`src/rtl/core/rts_pkg.sv`:
```
`timescale 1ns / 1ps

package rts_pkg;

    // Request and report codes carried in the action field
    localparam logic [2:0] ACT_PROBE = 3'd0;
    localparam logic [2:0] ACT_WRITE = 3'd1;
    localparam logic [2:0] ACT_READ  = 3'd2;
    localparam logic [2:0] ACT_DONE  = 3'd3;
    localparam logic [2:0] ACT_BYTE  = 3'd4;

    // Bus primitives
    localparam logic [2:0] OP_NONE  = 3'd0;
    localparam logic [2:0] OP_START = 3'd1;
    localparam logic [2:0] OP_SEND  = 3'd2;
    localparam logic [2:0] OP_RECV  = 3'd3;
    localparam logic [2:0] OP_ACK   = 3'd4;
    localparam logic [2:0] OP_STOP  = 3'd5;

    // Request kinds
    localparam logic [1:0] KIND_PROBE = 2'd0;
    localparam logic [1:0] KIND_WRITE = 2'd1;
    localparam logic [1:0] KIND_READ  = 2'd2;

    // Sequencer phases
    localparam int PHASE_W = 4;
    localparam logic [PHASE_W-1:0] PH_IDLE   = 4'd0;
    localparam logic [PHASE_W-1:0] PH_START  = 4'd1;
    localparam logic [PHASE_W-1:0] PH_ADDR   = 4'd2;
    localparam logic [PHASE_W-1:0] PH_REG    = 4'd3;
    localparam logic [PHASE_W-1:0] PH_WANT   = 4'd4;
    localparam logic [PHASE_W-1:0] PH_DATA   = 4'd5;
    localparam logic [PHASE_W-1:0] PH_RSTOP  = 4'd6;
    localparam logic [PHASE_W-1:0] PH_RSTART = 4'd7;
    localparam logic [PHASE_W-1:0] PH_RADDR  = 4'd8;
    localparam logic [PHASE_W-1:0] PH_RECV   = 4'd9;
    localparam logic [PHASE_W-1:0] PH_ACK    = 4'd10;
    localparam logic [PHASE_W-1:0] PH_STOP   = 4'd11;

    localparam logic [7:0] READ_BIT = 8'h01;

    typedef struct packed {
        logic [2:0] action;
        logic [7:0] dev_address;
        logic [7:0] reg_address;
        logic [7:0] byte_count;
        logic       target_nack;
        logic [7:0] rx_data;
        logic [7:0] write_byte;
    } req_word_t;

    typedef struct packed {
        logic [2:0] bus_op;
        logic [7:0] tx_byte;
        logic       ack_level;
        logic [7:0] read_data;
        logic       read_valid;
        logic       want_byte;
        logic       finished;
        logic       succeeded;
        logic       refused;
    } rsp_word_t;

endpackage

```
`src/rtl/core/rts_if.sv`:
```
`timescale 1ns / 1ps

interface rts_req_if;
    logic       valid;
    logic       ready;
    logic [2:0] action;
    logic [7:0] dev_address;
    logic [7:0] reg_address;
    logic [7:0] byte_count;
    logic       target_nack;
    logic [7:0] rx_data;
    logic [7:0] write_byte;

    modport source (
        output valid, action, dev_address, reg_address, byte_count,
               target_nack, rx_data, write_byte,
        input  ready
    );
    modport sink (
        input  valid, action, dev_address, reg_address, byte_count,
               target_nack, rx_data, write_byte,
        output ready
    );
endinterface

interface rts_rsp_if;
    logic       valid;
    logic       ready;
    logic [2:0] bus_op;
    logic [7:0] tx_byte;
    logic       ack_level;
    logic [7:0] read_data;
    logic       read_valid;
    logic       want_byte;
    logic       finished;
    logic       succeeded;
    logic       refused;

    modport source (
        output valid, bus_op, tx_byte, ack_level, read_data, read_valid,
               want_byte, finished, succeeded, refused,
        input  ready
    );
    modport sink (
        input  valid, bus_op, tx_byte, ack_level, read_data, read_valid,
               want_byte, finished, succeeded, refused,
        output ready
    );
endinterface

```
`src/rtl/core/rts_seq_core.sv`:
```
`timescale 1ns / 1ps

module rts_seq_core (
    input  logic                         clk,
    input  logic                         rst_n,
    input  logic                         step_en,
    input  rts_pkg::req_word_t           item,
    output rts_pkg::rsp_word_t           result,
    output logic [rts_pkg::PHASE_W-1:0]  phase
);
    import rts_pkg::*;

    logic [PHASE_W-1:0] phase_reg, phase_next;
    logic [1:0]         kind_reg, kind_next;
    logic [7:0]         target_reg, target_next;
    logic [7:0]         index_reg, index_next;
    logic [7:0]         left_reg, left_next;
    logic               failed_reg, failed_next;

    always_ff @(posedge clk or negedge rst_n)
    begin
        if (!rst_n)
        begin
            phase_reg  <= PH_IDLE;
            kind_reg   <= KIND_PROBE;
            target_reg <= '0;
            index_reg  <= '0;
            left_reg   <= '0;
            failed_reg <= 1'b0;
        end
        else if (step_en)
        begin
            phase_reg  <= phase_next;
            kind_reg   <= kind_next;
            target_reg <= target_next;
            index_reg  <= index_next;
            left_reg   <= left_next;
            failed_reg <= failed_next;
        end
    end

    always_comb
    begin
        phase_next  = phase_reg;
        kind_next   = kind_reg;
        target_next = target_reg;
        index_next  = index_reg;
        left_next   = left_reg;
        failed_next = failed_reg;
        result      = '0;

        if (item.action == ACT_PROBE || item.action == ACT_WRITE ||
            item.action == ACT_READ)
        begin
            if (phase_reg != PH_IDLE)
            begin
                result.refused = 1'b1;
            end
            else
            begin
                kind_next     = item.action[1:0];
                target_next   = item.dev_address;
                index_next    = item.reg_address;
                left_next     = item.byte_count;
                failed_next   = 1'b0;
                result.bus_op = OP_START;
                phase_next    = PH_START;
            end
        end
        else if (item.action == ACT_DONE)
        begin
            unique case (phase_reg)
                PH_START:
                begin
                    result.bus_op  = OP_SEND;
                    result.tx_byte = target_reg;
                    phase_next     = PH_ADDR;
                end
                PH_ADDR:
                begin
                    if (item.target_nack)
                    begin
                        failed_next   = 1'b1;
                        result.bus_op = OP_STOP;
                        phase_next    = PH_STOP;
                    end
                    else if (kind_reg == KIND_PROBE)
                    begin
                        result.bus_op = OP_STOP;
                        phase_next    = PH_STOP;
                    end
                    else
                    begin
                        result.bus_op  = OP_SEND;
                        result.tx_byte = index_reg;
                        phase_next     = PH_REG;
                    end
                end
                PH_REG, PH_DATA:
                begin
                    if (item.target_nack)
                    begin
                        failed_next   = 1'b1;
                        result.bus_op = OP_STOP;
                        phase_next    = PH_STOP;
                    end
                    else if (phase_reg == PH_REG && kind_reg == KIND_READ)
                    begin
                        result.bus_op = OP_STOP;
                        phase_next    = PH_RSTOP;
                    end
                    else if (left_reg != 8'd0)
                    begin
                        result.want_byte = 1'b1;
                        phase_next       = PH_WANT;
                    end
                    else
                    begin
                        result.bus_op = OP_STOP;
                        phase_next    = PH_STOP;
                    end
                end
                PH_RSTOP:
                begin
                    result.bus_op = OP_START;
                    phase_next    = PH_RSTART;
                end
                PH_RSTART:
                begin
                    result.bus_op  = OP_SEND;
                    result.tx_byte = target_reg | READ_BIT;
                    phase_next     = PH_RADDR;
                end
                PH_RADDR:
                begin
                    if (item.target_nack)
                    begin
                        failed_next   = 1'b1;
                        result.bus_op = OP_STOP;
                        phase_next    = PH_STOP;
                    end
                    else
                    begin
                        result.bus_op = OP_RECV;
                        phase_next    = PH_RECV;
                    end
                end
                PH_RECV:
                begin
                    result.bus_op     = OP_ACK;
                    result.ack_level  = (left_reg == 8'd1);
                    result.read_data  = item.rx_data;
                    result.read_valid = 1'b1;
                    left_next         = (left_reg > 8'd1) ? left_reg - 8'd1 : 8'd0;
                    phase_next        = PH_ACK;
                end
                PH_ACK:
                begin
                    if (left_reg != 8'd0)
                    begin
                        result.bus_op = OP_RECV;
                        phase_next    = PH_RECV;
                    end
                    else
                    begin
                        result.bus_op = OP_STOP;
                        phase_next    = PH_STOP;
                    end
                end
                PH_STOP:
                begin
                    result.finished  = 1'b1;
                    result.succeeded = !failed_reg;
                    phase_next       = PH_IDLE;
                end
                default:
                begin
                    result.refused = 1'b1;
                end
            endcase
        end
        else if (item.action == ACT_BYTE && phase_reg == PH_WANT)
        begin
            result.bus_op  = OP_SEND;
            result.tx_byte = item.write_byte;
            left_next      = left_reg - 8'd1;
            phase_next     = PH_DATA;
        end
        else
        begin
            result.refused = 1'b1;
        end
    end

    assign phase = phase_reg;

endmodule

```
`src/rtl/core/i2c_register_transaction_sequencer.sv`:
```
`timescale 1ns / 1ps

// I2C register transaction sequencer. Send a probe, register-write or
// register-read request on req and take the bus primitives it breaks into
// (start, address byte, register byte, data, stop) from rsp, one word each;
// report every finished primitive back on req as "primitive done" with the
// target's ack bit and any received byte, and supply write data as "write
// byte" words when a rsp word asks for one. Every req word yields exactly one
// rsp word, including refusals of words that arrive when not expected. The
// block takes one word per clock while rsp is not stalled: a word lands in the
// input register, the sequencer state advances and the result is captured in
// the output register, from which it shows on rsp. While rsp is stalled the
// block holds one word in each register before it drops req.ready; once both
// are full, req.ready follows rsp.ready combinationally.

module i2c_register_transaction_sequencer (
    input  logic   clk,
    input  logic   rst_n,
    rts_req_if.sink   req,
    rts_rsp_if.source rsp
);
    import rts_pkg::*;

    req_word_t          item_reg;
    logic               item_valid_reg, item_valid_next;
    rsp_word_t          res_reg;
    logic               res_valid_reg, res_valid_next;
    rsp_word_t          step_res;
    logic [PHASE_W-1:0] core_phase;
    logic               advance;

    // Move the held word into the sequencer when the output slot is free or is being read
    assign advance   = item_valid_reg && (!res_valid_reg || rsp.ready);
    assign req.ready = !item_valid_reg || advance;

    always_comb
    begin
        item_valid_next = item_valid_reg;
        if (req.valid && req.ready)
        begin
            item_valid_next = 1'b1;
        end
        else if (advance)
        begin
            item_valid_next = 1'b0;
        end

        res_valid_next = res_valid_reg;
        if (advance)
        begin
            res_valid_next = 1'b1;
        end
        else if (rsp.ready)
        begin
            res_valid_next = 1'b0;
        end
    end

    always_ff @(posedge clk or negedge rst_n)
    begin
        if (!rst_n)
        begin
            item_valid_reg <= 1'b0;
            res_valid_reg  <= 1'b0;
        end
        else
        begin
            item_valid_reg <= item_valid_next;
            res_valid_reg  <= res_valid_next;
        end
    end

    // Payload registers: the input captures on accept, the output on advance; each holds otherwise
    always_ff @(posedge clk)
    begin
        if (req.valid && req.ready)
        begin
            item_reg.action      <= req.action;
            item_reg.dev_address <= req.dev_address;
            item_reg.reg_address <= req.reg_address;
            item_reg.byte_count  <= req.byte_count;
            item_reg.target_nack <= req.target_nack;
            item_reg.rx_data     <= req.rx_data;
            item_reg.write_byte  <= req.write_byte;
        end
        if (advance)
        begin
            res_reg <= step_res;
        end
    end

    rts_seq_core u_core (
        .clk     (clk),
        .rst_n   (rst_n),
        .step_en (advance),
        .item    (item_reg),
        .result  (step_res),
        .phase   (core_phase)
    );

    assign rsp.valid      = res_valid_reg;
    assign rsp.bus_op     = res_reg.bus_op;
    assign rsp.tx_byte    = res_reg.tx_byte;
    assign rsp.ack_level  = res_reg.ack_level;
    assign rsp.read_data  = res_reg.read_data;
    assign rsp.read_valid = res_reg.read_valid;
    assign rsp.want_byte  = res_reg.want_byte;
    assign rsp.finished   = res_reg.finished;
    assign rsp.succeeded  = res_reg.succeeded;
    assign rsp.refused    = res_reg.refused;

    // A held word with a free output slot must reach the output next cycle
    a_flow: assert property (@(posedge clk) disable iff (!rst_n)
        (item_valid_reg && !res_valid_reg) |=> res_valid_reg)
        else $error("held word did not advance into free output slot");

    // A finished report returns the sequencer to idle
    a_finish_idle: assert property (@(posedge clk) disable iff (!rst_n)
        (advance && step_res.finished) |=> (core_phase == PH_IDLE))
        else $error("sequencer not idle after finished report");

    // A byte request leaves the sequencer waiting for the host byte
    a_want_wait: assert property (@(posedge clk) disable iff (!rst_n)
        (advance && step_res.want_byte) |=> (core_phase == PH_WANT))
        else $error("sequencer not waiting after byte request");

endmodule
```
`src/flat_wrapper.sv`:
```
// flat-port wrapper written by rule: the top's interface ports become plain ports
module i2c_register_transaction_sequencer_flat import rts_pkg::*;
  (clk, rst_n, req_valid, req_action, req_dev_address, req_reg_address, req_byte_count, req_target_nack, req_rx_data, req_write_byte, req_ready, rsp_valid, rsp_bus_op, rsp_tx_byte, rsp_ack_level, rsp_read_data, rsp_read_valid, rsp_want_byte, rsp_finished, rsp_succeeded, rsp_refused, rsp_ready);
  rts_req_if req_i ();
  rts_rsp_if rsp_i ();
  input  logic clk;
  input  logic rst_n;
  input wire logic [$bits(req_i.valid)-1:0] req_valid;
  input wire logic [$bits(req_i.action)-1:0] req_action;
  input wire logic [$bits(req_i.dev_address)-1:0] req_dev_address;
  input wire logic [$bits(req_i.reg_address)-1:0] req_reg_address;
  input wire logic [$bits(req_i.byte_count)-1:0] req_byte_count;
  input wire logic [$bits(req_i.target_nack)-1:0] req_target_nack;
  input wire logic [$bits(req_i.rx_data)-1:0] req_rx_data;
  input wire logic [$bits(req_i.write_byte)-1:0] req_write_byte;
  output wire logic [$bits(req_i.ready)-1:0] req_ready;
  output wire logic [$bits(rsp_i.valid)-1:0] rsp_valid;
  output wire logic [$bits(rsp_i.bus_op)-1:0] rsp_bus_op;
  output wire logic [$bits(rsp_i.tx_byte)-1:0] rsp_tx_byte;
  output wire logic [$bits(rsp_i.ack_level)-1:0] rsp_ack_level;
  output wire logic [$bits(rsp_i.read_data)-1:0] rsp_read_data;
  output wire logic [$bits(rsp_i.read_valid)-1:0] rsp_read_valid;
  output wire logic [$bits(rsp_i.want_byte)-1:0] rsp_want_byte;
  output wire logic [$bits(rsp_i.finished)-1:0] rsp_finished;
  output wire logic [$bits(rsp_i.succeeded)-1:0] rsp_succeeded;
  output wire logic [$bits(rsp_i.refused)-1:0] rsp_refused;
  input wire logic [$bits(rsp_i.ready)-1:0] rsp_ready;
  assign req_i.valid = req_valid;
  assign req_i.action = req_action;
  assign req_i.dev_address = req_dev_address;
  assign req_i.reg_address = req_reg_address;
  assign req_i.byte_count = req_byte_count;
  assign req_i.target_nack = req_target_nack;
  assign req_i.rx_data = req_rx_data;
  assign req_i.write_byte = req_write_byte;
  assign req_ready = req_i.ready;
  assign rsp_valid = rsp_i.valid;
  assign rsp_bus_op = rsp_i.bus_op;
  assign rsp_tx_byte = rsp_i.tx_byte;
  assign rsp_ack_level = rsp_i.ack_level;
  assign rsp_read_data = rsp_i.read_data;
  assign rsp_read_valid = rsp_i.read_valid;
  assign rsp_want_byte = rsp_i.want_byte;
  assign rsp_finished = rsp_i.finished;
  assign rsp_succeeded = rsp_i.succeeded;
  assign rsp_refused = rsp_i.refused;
  assign rsp_i.ready = rsp_ready;
  i2c_register_transaction_sequencer u_core (.clk(clk), .rst_n(rst_n), .req(req_i), .rsp(rsp_i));
endmodule
```
`config.mk`:
```
export PLATFORM = sky130hd
export DESIGN_NAME = i2c_register_transaction_sequencer_flat
export DESIGN_NICKNAME = d
export VERILOG_FILES = /design/src/rtl/core/rts_pkg.sv /design/src/rtl/core/rts_if.sv /design/src/rtl/core/rts_seq_core.sv /design/src/rtl/core/i2c_register_transaction_sequencer.sv /design/src/flat_wrapper.sv
export SDC_FILE = /design/constraint.sdc
export NUM_CORES = 1
export LEC_CHECK = 0
export BUFFER_PORTS_ARGS = -buffer_cell sky130_fd_sc_hd__clkbuf_2
export CORE_MARGIN = 3
export CORE_UTILIZATION = 40
export DETAILED_ROUTE_END_ITERATION = 6
export PLACE_DENSITY = 0.64
export SLEW_MARGIN = 30
export SYNTH_ARGS = -nofsm -noshare
export SYNTH_HDL_FRONTEND = slang
export SYNTH_SLANG_ARGS = --single-unit
```
`constraint.sdc`:
```
create_clock -name clk -period 4.9 [get_ports clk]
set_clock_uncertainty 0.1 [all_clocks]
set_input_delay 0.98 -clock clk [delete_from_list [all_inputs] [get_ports clk]]
set_output_delay 0.98 -clock clk [all_outputs]
set_load 0.05 [all_outputs]
```
-- After elaboration in Yosys (flattened, before gate mapping)
Index checks and enable logic that the tools add are counted.
- add/sub/neg operators: 1
- magnitude comparators: 1
- eq/ne operators: 20
- multiplexer cells: 50
- bitwise operators: 5
- reduce and logical (&&, ||, !) cells: 33
- operators with widths (kind ; number):
    $mux W8 ; 8
    $mux W4 ; 9
    $pmux W4 S9 ; 1
    $mux W3 ; 8
    $pmux W8 S3 ; 1
    $pmux W3 S7 ; 1
    $mux W1 ; 17
    $eq A4 B3 Y1 const B ; 4
    $eq A4 B4 Y1 const B ; 4
    $mux W11 ; 1
    $ne A11 B2 Y1 const B ; 1
    $mux W10 ; 1
    $reduce_bool A2 Y1 ; 5
    $reduce_or A10 Y1 ; 1
    $eq A4 B2 Y1 const B ; 2
    $eq A8 B1 Y1 const B ; 1
    $gt A8 B1 Y1 const B ; 1
    $reduce_and A4 Y1 ; 2
    $reduce_bool A8 Y1 ; 1
    $sub A8 B1 Y8 const B ; 1
    $eq A3 B2 Y1 const B ; 2
    $mux W2 ; 3
    $reduce_or A2 Y1 ; 3
    $reduce_or A3 Y1 ; 2
    18 further kinds ; 30
- bits in registers: 102
- bits of input ports: 48
- output and inout bits: 27

-- Longest topological paths before layout
Gate-level depths: netlist of the first run.
- depth after elaboration: 7
- depth in mapped cells: 7
- gate-level depth less buffers: 7

-- Cells and area by module
A second synthesis of the first run with hierarchy kept.
- cells, all modules: 326
- area, all modules: 4390.5 µm²
- modules (own cells, without submodules) (module ; instances ; cells each ; area each (µm²)):
    rts_seq_core ; 1 ; 249 ; 2214.6
    i2c_register_transaction_sequencer ; 1 ; 77 ; 2175.8

-- Least setup slack after synthesis of the first run
OpenSTA, ideal clock, no wires.
- path type: input -> register
- start point: input rsp_ready
- end point: register u_core.item_reg[0] (netlist bit) (enable)
- setup time: 0.406 ns
- arrival: 2.579 ns
- setup slack: 1.815 ns
- cell stages on the path: 2
- buffers on the path: 0
- path through: nand3b_1 > and2_1
- longest elaborated chain between the ends: 4
- ends and longest elaborated chain (what ; RTL line ; text):
    start: declaration ; flat_wrapper.sv:27 ; input wire logic [$bits(rsp_i.ready)-1:0] rsp_ready;
    $logic_or A1 B1 Y1 ; i2c_register_transaction_sequencer.sv:33 ; assign advance = item_valid_reg && (!res_valid_reg || rsp.ready);
    $logic_and A1 B1 Y1 ; i2c_register_transaction_sequencer.sv:33 ;
    $logic_or A1 B1 Y1 ; i2c_register_transaction_sequencer.sv:34 ; assign req.ready = !item_valid_reg || advance;
    $logic_and A1 B1 Y1 ; i2c_register_transaction_sequencer.sv:76 ; if (req.valid && req.ready)
    end: declaration ; i2c_register_transaction_sequencer.sv:24 ; req_word_t item_reg;
Every way passes these cells.
A chain may end at the register's enable or synchronous reset.

-- Worst setup path in the final report of the first run
- start point: register u_core.u_core.phase_reg[0], in the netlist u_core.u_core.phase[0]
- end point: register u_core.u_core.left_reg[5]
- longest elaborated chain between the ends: 4
- elaborated cells between the ends (all ways): 8
- those cells by class: eq/ne: 4; reduce/logical: 4
- ends and longest elaborated chain (what ; RTL line ; text):
    start: declaration ; rts_seq_core.sv:13 ; logic [PHASE_W-1:0] phase_reg, phase_next;
    start signal: assignment ; rts_seq_core.sv:33 ; phase_reg <= phase_next;
    $eq A4 B3 Y1 ; rts_seq_core.sv:182 ; else if (item.action == ACT_BYTE && phase_reg == PH_WANT)
    $logic_and A1 B1 Y1 ; rts_seq_core.sv:182 ;
    $reduce_bool A3 Y1 (no source line) ; -- ;
    $reduce_and A4 Y1 (no source line) * ; -- ;
    end signal: assignment ; rts_seq_core.sv:37 ; left_reg <= left_next;
    end: declaration ; rts_seq_core.sv:17 ; logic [7:0] left_reg, left_next;
Mark *: on every way between the ends. The rest lies on a longest branch, timed or not.

==> metrics.cfg, run 1 <==
[clock_network]
tritoncts=done
clkTransAtPathRegs_ns=0.10
hold_buffers=0
cts-resized-gates=0
clock-root-buffer=clkbuf_8
cts-buffers-inserted=9
clock_path_buffers=2
htreeDepth=3
clock_sinks=102
post_cts.repair.setup_buffers=0
clk_latency_ns=0.37

[power_and_ir_drop]
p_leak_nw=1.99
vdd_drop_max_v=0.000202
p_per_area_nw_per_um2=493
power_mw=2.49

[logic_synthesis]
synth_top_area_share_pct=47.5
synth_edf_count=69
mappedNetlistArea_um2=4360
synth_compound_area_share_pct=12.7
postSynthAreaPerCell_um2=13.3
synthXorXnorAreaFrac_pct=0.201
ys_seq_area_share_pct=66.4
synth_top_area_cell=edfxtp_1
ys_ff_latch=102
synth_warnings=0
synthMuxAreaShare_pct=4.90
synthArstFlopShare_pct=32.4
ys.flop_type=edfxtp_1
syn_nets=379
synthDistinctLibCells=56
synthTopCellsByArea=edfxtp_1 47%, dfrtp_1 19%, mux2_2 4.6%
synth_top_family_by_area=simple AND/OR/NAND/NOR gates
synth_simple_gate_area_share_pct=12.8
synth_cells=329
synthAdderAreaFrac_pct=0.574

[timing]
fin_crit_sh_pct=55.2
finalMaxSlewViolations=0
max_freq_mhz=370
finalSetupViolCount=0
hold_viol_final=0
tns_ns=0
finalHoldWorstSlack_ns=0.389
rsz0062_at_grt=false
min_period_ns=2.70
worst_slew_pin_slew_ns=0.797
slew_headroom_pct=46.9

[routing]
dr.pass1.iters=4
dr_total_vias=2843
drc_errors=0
via_per_inst=5.26
postRouteAntennaNets=0
wl_um=8420
drtIter0Drc=172
wl_per_cell_um=15.6

[floorplanning]
core_um2=10500
num_rows=37
pin_count=75
die_w_um=110
initial_utilization_pct=41.7
die_h_um=110
dieArea_um2=12200

[cells_and_area]
fin_nets=449
diodes=0
syn_to_final_growth_pct=16.0
n_fill_cell=991
postLayoutCellArea_um2=5060
largest_reg_flops=44
stdcell_count=540
drive_above_1_share_pct=29.7

[grt]
grt_antenna_before_repair=0
grt_pass1_vias=2830
grt-ovfl-total=0
grt_pass1_wl_um=14200
grt_max_degree=45
track_usage_pct=14.5

[critical_path]
cp.arrival_ns=2.87
path_delay_family=compound AO/OA/AOI/OAI gates
crit_chain=inv_1 -> or3_4 -> a221oi_4 -> o21ai_0 -> a22o_1
required_ns=5.06
crit_path_max_fanout=19
cpPeakStageDelay_ns=0.77
worstSetupPathType=flop to flop
start_kind=flop
path_buf_inv=1
endpoint_kind=flop
critPathSlowestCell=dfrtp_1

[placed_design]
dp.cells=524
gp_congestion=0.820
hpwl_um=5760
numPortBuffers=74
place_area_um2=4830

[run_status]
status=finished, final reports clean

[run]
cap_violations=0

[worst_hold_path]
hp-class=flop to flop

cell families after synthesis:
logic type / Yosys count
XOR/XNOR: 1
buffers and inverters: 22
AO/OA/AOI/OAI: 82
multiplexers: 19
flip-flops: 102
AND/OR/NAND/NOR: 101
adder cells (fa/ha/maj): 2
path summary, 6_finish.rpt:
check | start | end | slack, ns | depth (start not counted)
max in group asynchronous | rst_n | u_core.u_core.left_reg[0] | 3.60 | 1
worst max register to register | u_core.u_core.phase[0] | u_core.u_core.left_reg[5] | 2.20 | 5
worst min register to register | u_core.item_reg[37] | u_core.u_core.target_reg[4] | 0.39 | 1
worst min-delay path | u_core.item_reg[37] | u_core.u_core.target_reg[4] | 0.39 | 1
worst max-delay path | u_core.u_core.phase[0] | u_core.u_core.left_reg[5] | 2.20 | 5
min in group asynchronous | rst_n | u_core.u_core.target_reg[0] | 0.59 | 1
synth_stat cells, drive strengths merged (3+ instances only):
cell    count
edfxtp     69
dfrtp      33
nand2      32
o21ai      25
mux2       19
a21oi      18
nor2       17
and2       11
a22o        8
a22oi       8
buf         8
clkbuf      8
nand2b      7
nor3        7
inv         6
nand3       6
nor2b       5
nor4        5
a31oi       4
o21bai      3
cell type report:
class / count / area, um2 / share of cell area (%)
multi-input cells: 205 / 1360 / 26.9
well taps: 136 / 170 / 3.36
clock inverters: 7 / 105 / 2.08
flip-flops and latches: 102 / 2900 / 57.3
repair buffers: 75 / 378 / 7.47
inverters: 6 / 22.5 / 0.445
clock buffers: 9 / 124 / 2.45
layout by cell type (no fill, tap or decap), types with 2 or more instances in the layout:
| cell | instances |
|---|---|
| clkbuf_8 | 9 |
| a22oi_1 | 8 |
| o21ai_0 | 23 |
| nor2_1 | 16 |
| o21ai_1 | 2 |
| inv_6 | 2 |
| ha_1 | 2 |
| dfrtp_1 | 33 |
| a22o_1 | 8 |
| nor2b_1 | 5 |
| inv_1 | 6 |
| a31oi_1 | 4 |
| nand3b_1 | 2 |
| clkbuf_2 | 73 |
| nor4_1 | 4 |
| mux2_2 | 18 |
| o31ai_1 | 2 |
| o21bai_1 | 3 |
| edfxtp_1 | 69 |
| a21oi_2 | 2 |
| nand2b_1 | 6 |
| a2bb2oi_1 | 2 |
| a21oi_1 | 16 |
| nand3_1 | 5 |
| a32o_1 | 2 |
| and2_1 | 10 |
| nor3_1 | 5 |
| bufinv_16 | 2 |
| nand2_1 | 32 |
where the power goes:
part,total [mW],internal [mW],switching [mW],leakage (nW)
Combinational,0.633,0.275,0.358,0.805
Sequential,1.28,1.09,0.184,1.07
Clock,0.583,0.293,0.290,0.111
Total,2.49,1.66,0.832,1.99
through the flow:
stage / worst slack [ns] / util [%]
final: 2.20 / 48.4
after global routing: 1.98 / 48.4
after CTS: 2.25 / 48.4
after detailed placement: 1.95 / 46.2
after global placement: 1.99 / 46.2
after floorplan: 1.82 / -
worst register-to-register path: stages (launching register included):
cell      delay (ns)
dfrtp_1         0.77
inv_1           0.22
or3_4           0.46
a221oi_4        0.64
o21ai_0         0.21
a22o_1          0.21
layer usage:
metal | wire length [um] | global-route usage [%] | vias to the layer above
li1 | - | - | 1375
met1 | 3830 | 19.6 | 1356
met2 | 3990 | 22.4 | 96
met3 | 396 | 2.79 | 16
met4 | 196 | 7.39 | 0
met5 | 0 | 0 | -
No activity file was read; power rests on OpenSTA's default activity.
==> inputs of run 2 (changes only) <==
--- a/config.mk
+++ b/config.mk
@@ -9,7 +9,7 @@
 export CORE_MARGIN = 3
 export CORE_UTILIZATION = 40
 export DETAILED_ROUTE_END_ITERATION = 6
-export PLACE_DENSITY = 0.64
+export PLACE_DENSITY = 0.66
 export SLEW_MARGIN = 30
 export SYNTH_ARGS = -nofsm -noshare
 export SYNTH_HDL_FRONTEND = slang
==> constraint.sdc (replaced) <==
create_clock -name clk -period 2.4 [get_ports clk]
set_clock_uncertainty 0.1 [all_clocks]
set_input_delay 0.48 -clock clk [delete_from_list [all_inputs] [get_ports clk]]
set_output_delay 0.48 -clock clk [all_outputs]
set_load 0.05 [all_outputs]
==> run 2 against run 1 <==
Compared with the run above:
- core utilization increased by 0.97 points
- setup slack got worse by 2.0 ns
- clock-buffer cell count increased by 1
- critical path depth unchanged
- cell area increased by 2.0%
- register-to-register slack got worse by 2.0 ns
- sequential power increased by 96%
- sequential share of layout area decreased by 1.1 points
- worst hold slack got worse by 0.22 ns
- global-route usage increased by 0.13 points
==> metrics.cfg, run 2 (synthesis gave the netlist of run 1 again) <==
[cells_and_area]
final_cell_mix=74 x clkbuf_2, 69 x edfxtp_1, 32 x nand2_1
largest_reg_flops=44  ; unchanged
diodes=0  ; unchanged
final_common_cell=clkbuf_2
fin_nets=466  ; +3.8%
drive_above_1_share_pct=33.3  ; +3.6 points
syn_to_final_growth_pct=18.3

[placed_design]
numPortBuffers=74  ; unchanged
hpwl_um=6300  ; +9.3%
gp_congestion=0.892  ; +8.7%

[timing]
finalMaxSlewViolations=0  ; unchanged
slew_headroom_pct=62.2  ; +15 points
finalSetupViolCount=0  ; unchanged
min_period_ns=2.22  ; -0.483 ns
fin_crit_sh_pct=92.6  ; +37 points
hold_viol_final=0  ; unchanged
worst_slew_pin_slew_ns=0.565  ; -0.232 ns
rsz0062_at_grt=false
tns_ns=0  ; unchanged
max_freq_mhz=450  ; +22%

[worst_hold_path]
holdPathStages=1  ; unchanged
hp-class=input pin to flop

[power_and_ir_drop]
p_leak_nw=2.04  ; +2.5%
power_mw=5.03  ; +100%
vdd_drop_max_v=0.000421  ; +110%
p_per_area_nw_per_um2=974  ; +98%

[routing]
postRouteAntennaNets=0  ; unchanged
wl_um=8740  ; +3.8%
drc_errors=0  ; unchanged
dr_total_vias=2927  ; +3.0%
drtIter0Drc=194  ; +13%
dr.pass1.iters=4  ; unchanged
wl_per_cell_um=15.7  ; +0.67%
via_per_inst=5.25  ; -0.19%

[grt]
grt_max_degree=34  ; -24%
grt_antenna_before_repair=0  ; unchanged
grt-ovfl-total=0  ; unchanged
grt_pass1_vias=2882  ; +1.8%
grt_pass1_wl_um=14400  ; +1.5%
track_usage_pct=14.7  ; +0.13 points

[critical_path]
reg2reg_depth=5  ; unchanged
endpoint_kind=flop
cp.arrival_ns=2.28  ; -0.59 ns
worstSetupPathType=flop to flop
crit_path_max_fanout=7  ; -12
start_kind=flop
required_ns=2.46  ; -2.60 ns
rrSetupSlack_ns=0.18  ; -2.02 ns

[clock_network]
clock_path_buffers=2  ; unchanged
cts-buffers-inserted=9  ; unchanged
clock_sinks=102  ; unchanged
clock-root-buffer=clkbuf_8
clk_latency_ns=0.37  ; about the same
tritoncts=done
clkTransAtPathRegs_ns=0.11  ; about the same
post_cts.repair.setup_buffers=0  ; unchanged
htreeDepth=3  ; unchanged

[floorplanning]
initial_utilization_pct=41.7  ; unchanged
num_rows=37  ; unchanged
die_w_um=110  ; unchanged
die_h_um=110  ; unchanged
pin_count=75  ; unchanged
core_um2=10500  ; unchanged
dieArea_um2=12200  ; unchanged

[run_status]
status=finished, final reports clean

[run]
cap_violations=0  ; unchanged

run 2: cell types whose count changed in the layout (fill, tap and decap cells not counted), moves of 2 or more:
cell        delta
dfrtp_1        -2
dfrtp_2        +2
buf_4         +15
bufinv_16      -2
clkinvlp_4     +2
run 2: path summary, 6_finish.rpt:
kind                                           start                          end
min in group asynchronous                      rst_n  u_core.u_core.target_reg[2]
min                                   req_rx_data[2]          u_core.item_reg[10]
max in group asynchronous                      rst_n       u_core.u_core.phase[3]
min reg2reg                      u_core.item_reg[34]  u_core.u_core.target_reg[1]
max reg2reg                u_core.u_core.left_reg[5]         u_core.rsp.bus_op[0]
max                        u_core.u_core.left_reg[5]         u_core.rsp.bus_op[0]
run 2: worst max-delay path, cell delays in order, from the launching register on:
cell and delay, ns:
dfrtp_1 0.45, nor4_1 0.53, nand3_1 0.30, a31oi_1 0.35, a21oi_1 0.11, o32ai_1 0.17
run 2: cell type report:
type	instances	area [um2]
Tap cell	136	170
Timing Repair Buffer	92	520
Fill cell	947	5300
Clock inverter	6	52.6
Multi-Input combinational cell	205	1370
Sequential cell	102	2900
Clock buffer	10	128
Inverter	6	26.3
run 2: per-layer routing:
metal	wire, um	GRT usage, %
met1	3860	19.3
met2	4310	23.9
met3	447	3.01
met4	126	5.67
met5	0	0
run 2: power by group:
part,total [mW],leakage (nW),switching (mW),internal [mW]
Sequential,2.51,1.07,0.276,2.24
Combinational,1.51,0.883,0.869,0.645
Clock,0.999,0.0854,0.605,0.394
Total,5.03,2.04,1.75,3.28
run 2: stage by stage:
step           utilization [%]  worst slack, ns  instances  area (um2)  hold WS, ns
3_3_place_gp              47.5            0.212        540        4970        0.343
4_1_cts                   49.3            0.106        557        5160        0.161
5_1_grt                   49.3           0.0248        557        5160        0.157
3_5_place_dp              47.5            0.139        540        4970        0.346
2_1_floorplan                -           0.0567        329        4370       0.0844
6_report                  49.3            0.179        557        5160        0.174
run 2: repair_timing:
| action | 4_1_cts | 5_1_grt |
|---|---|---|
| endpoints found under the setup margin | 0 | 8 |
| resized for setup | 0 | 2 |
| hold buffers | 1 | 0 |
| hold endpoints to repair | 12 | 0 |
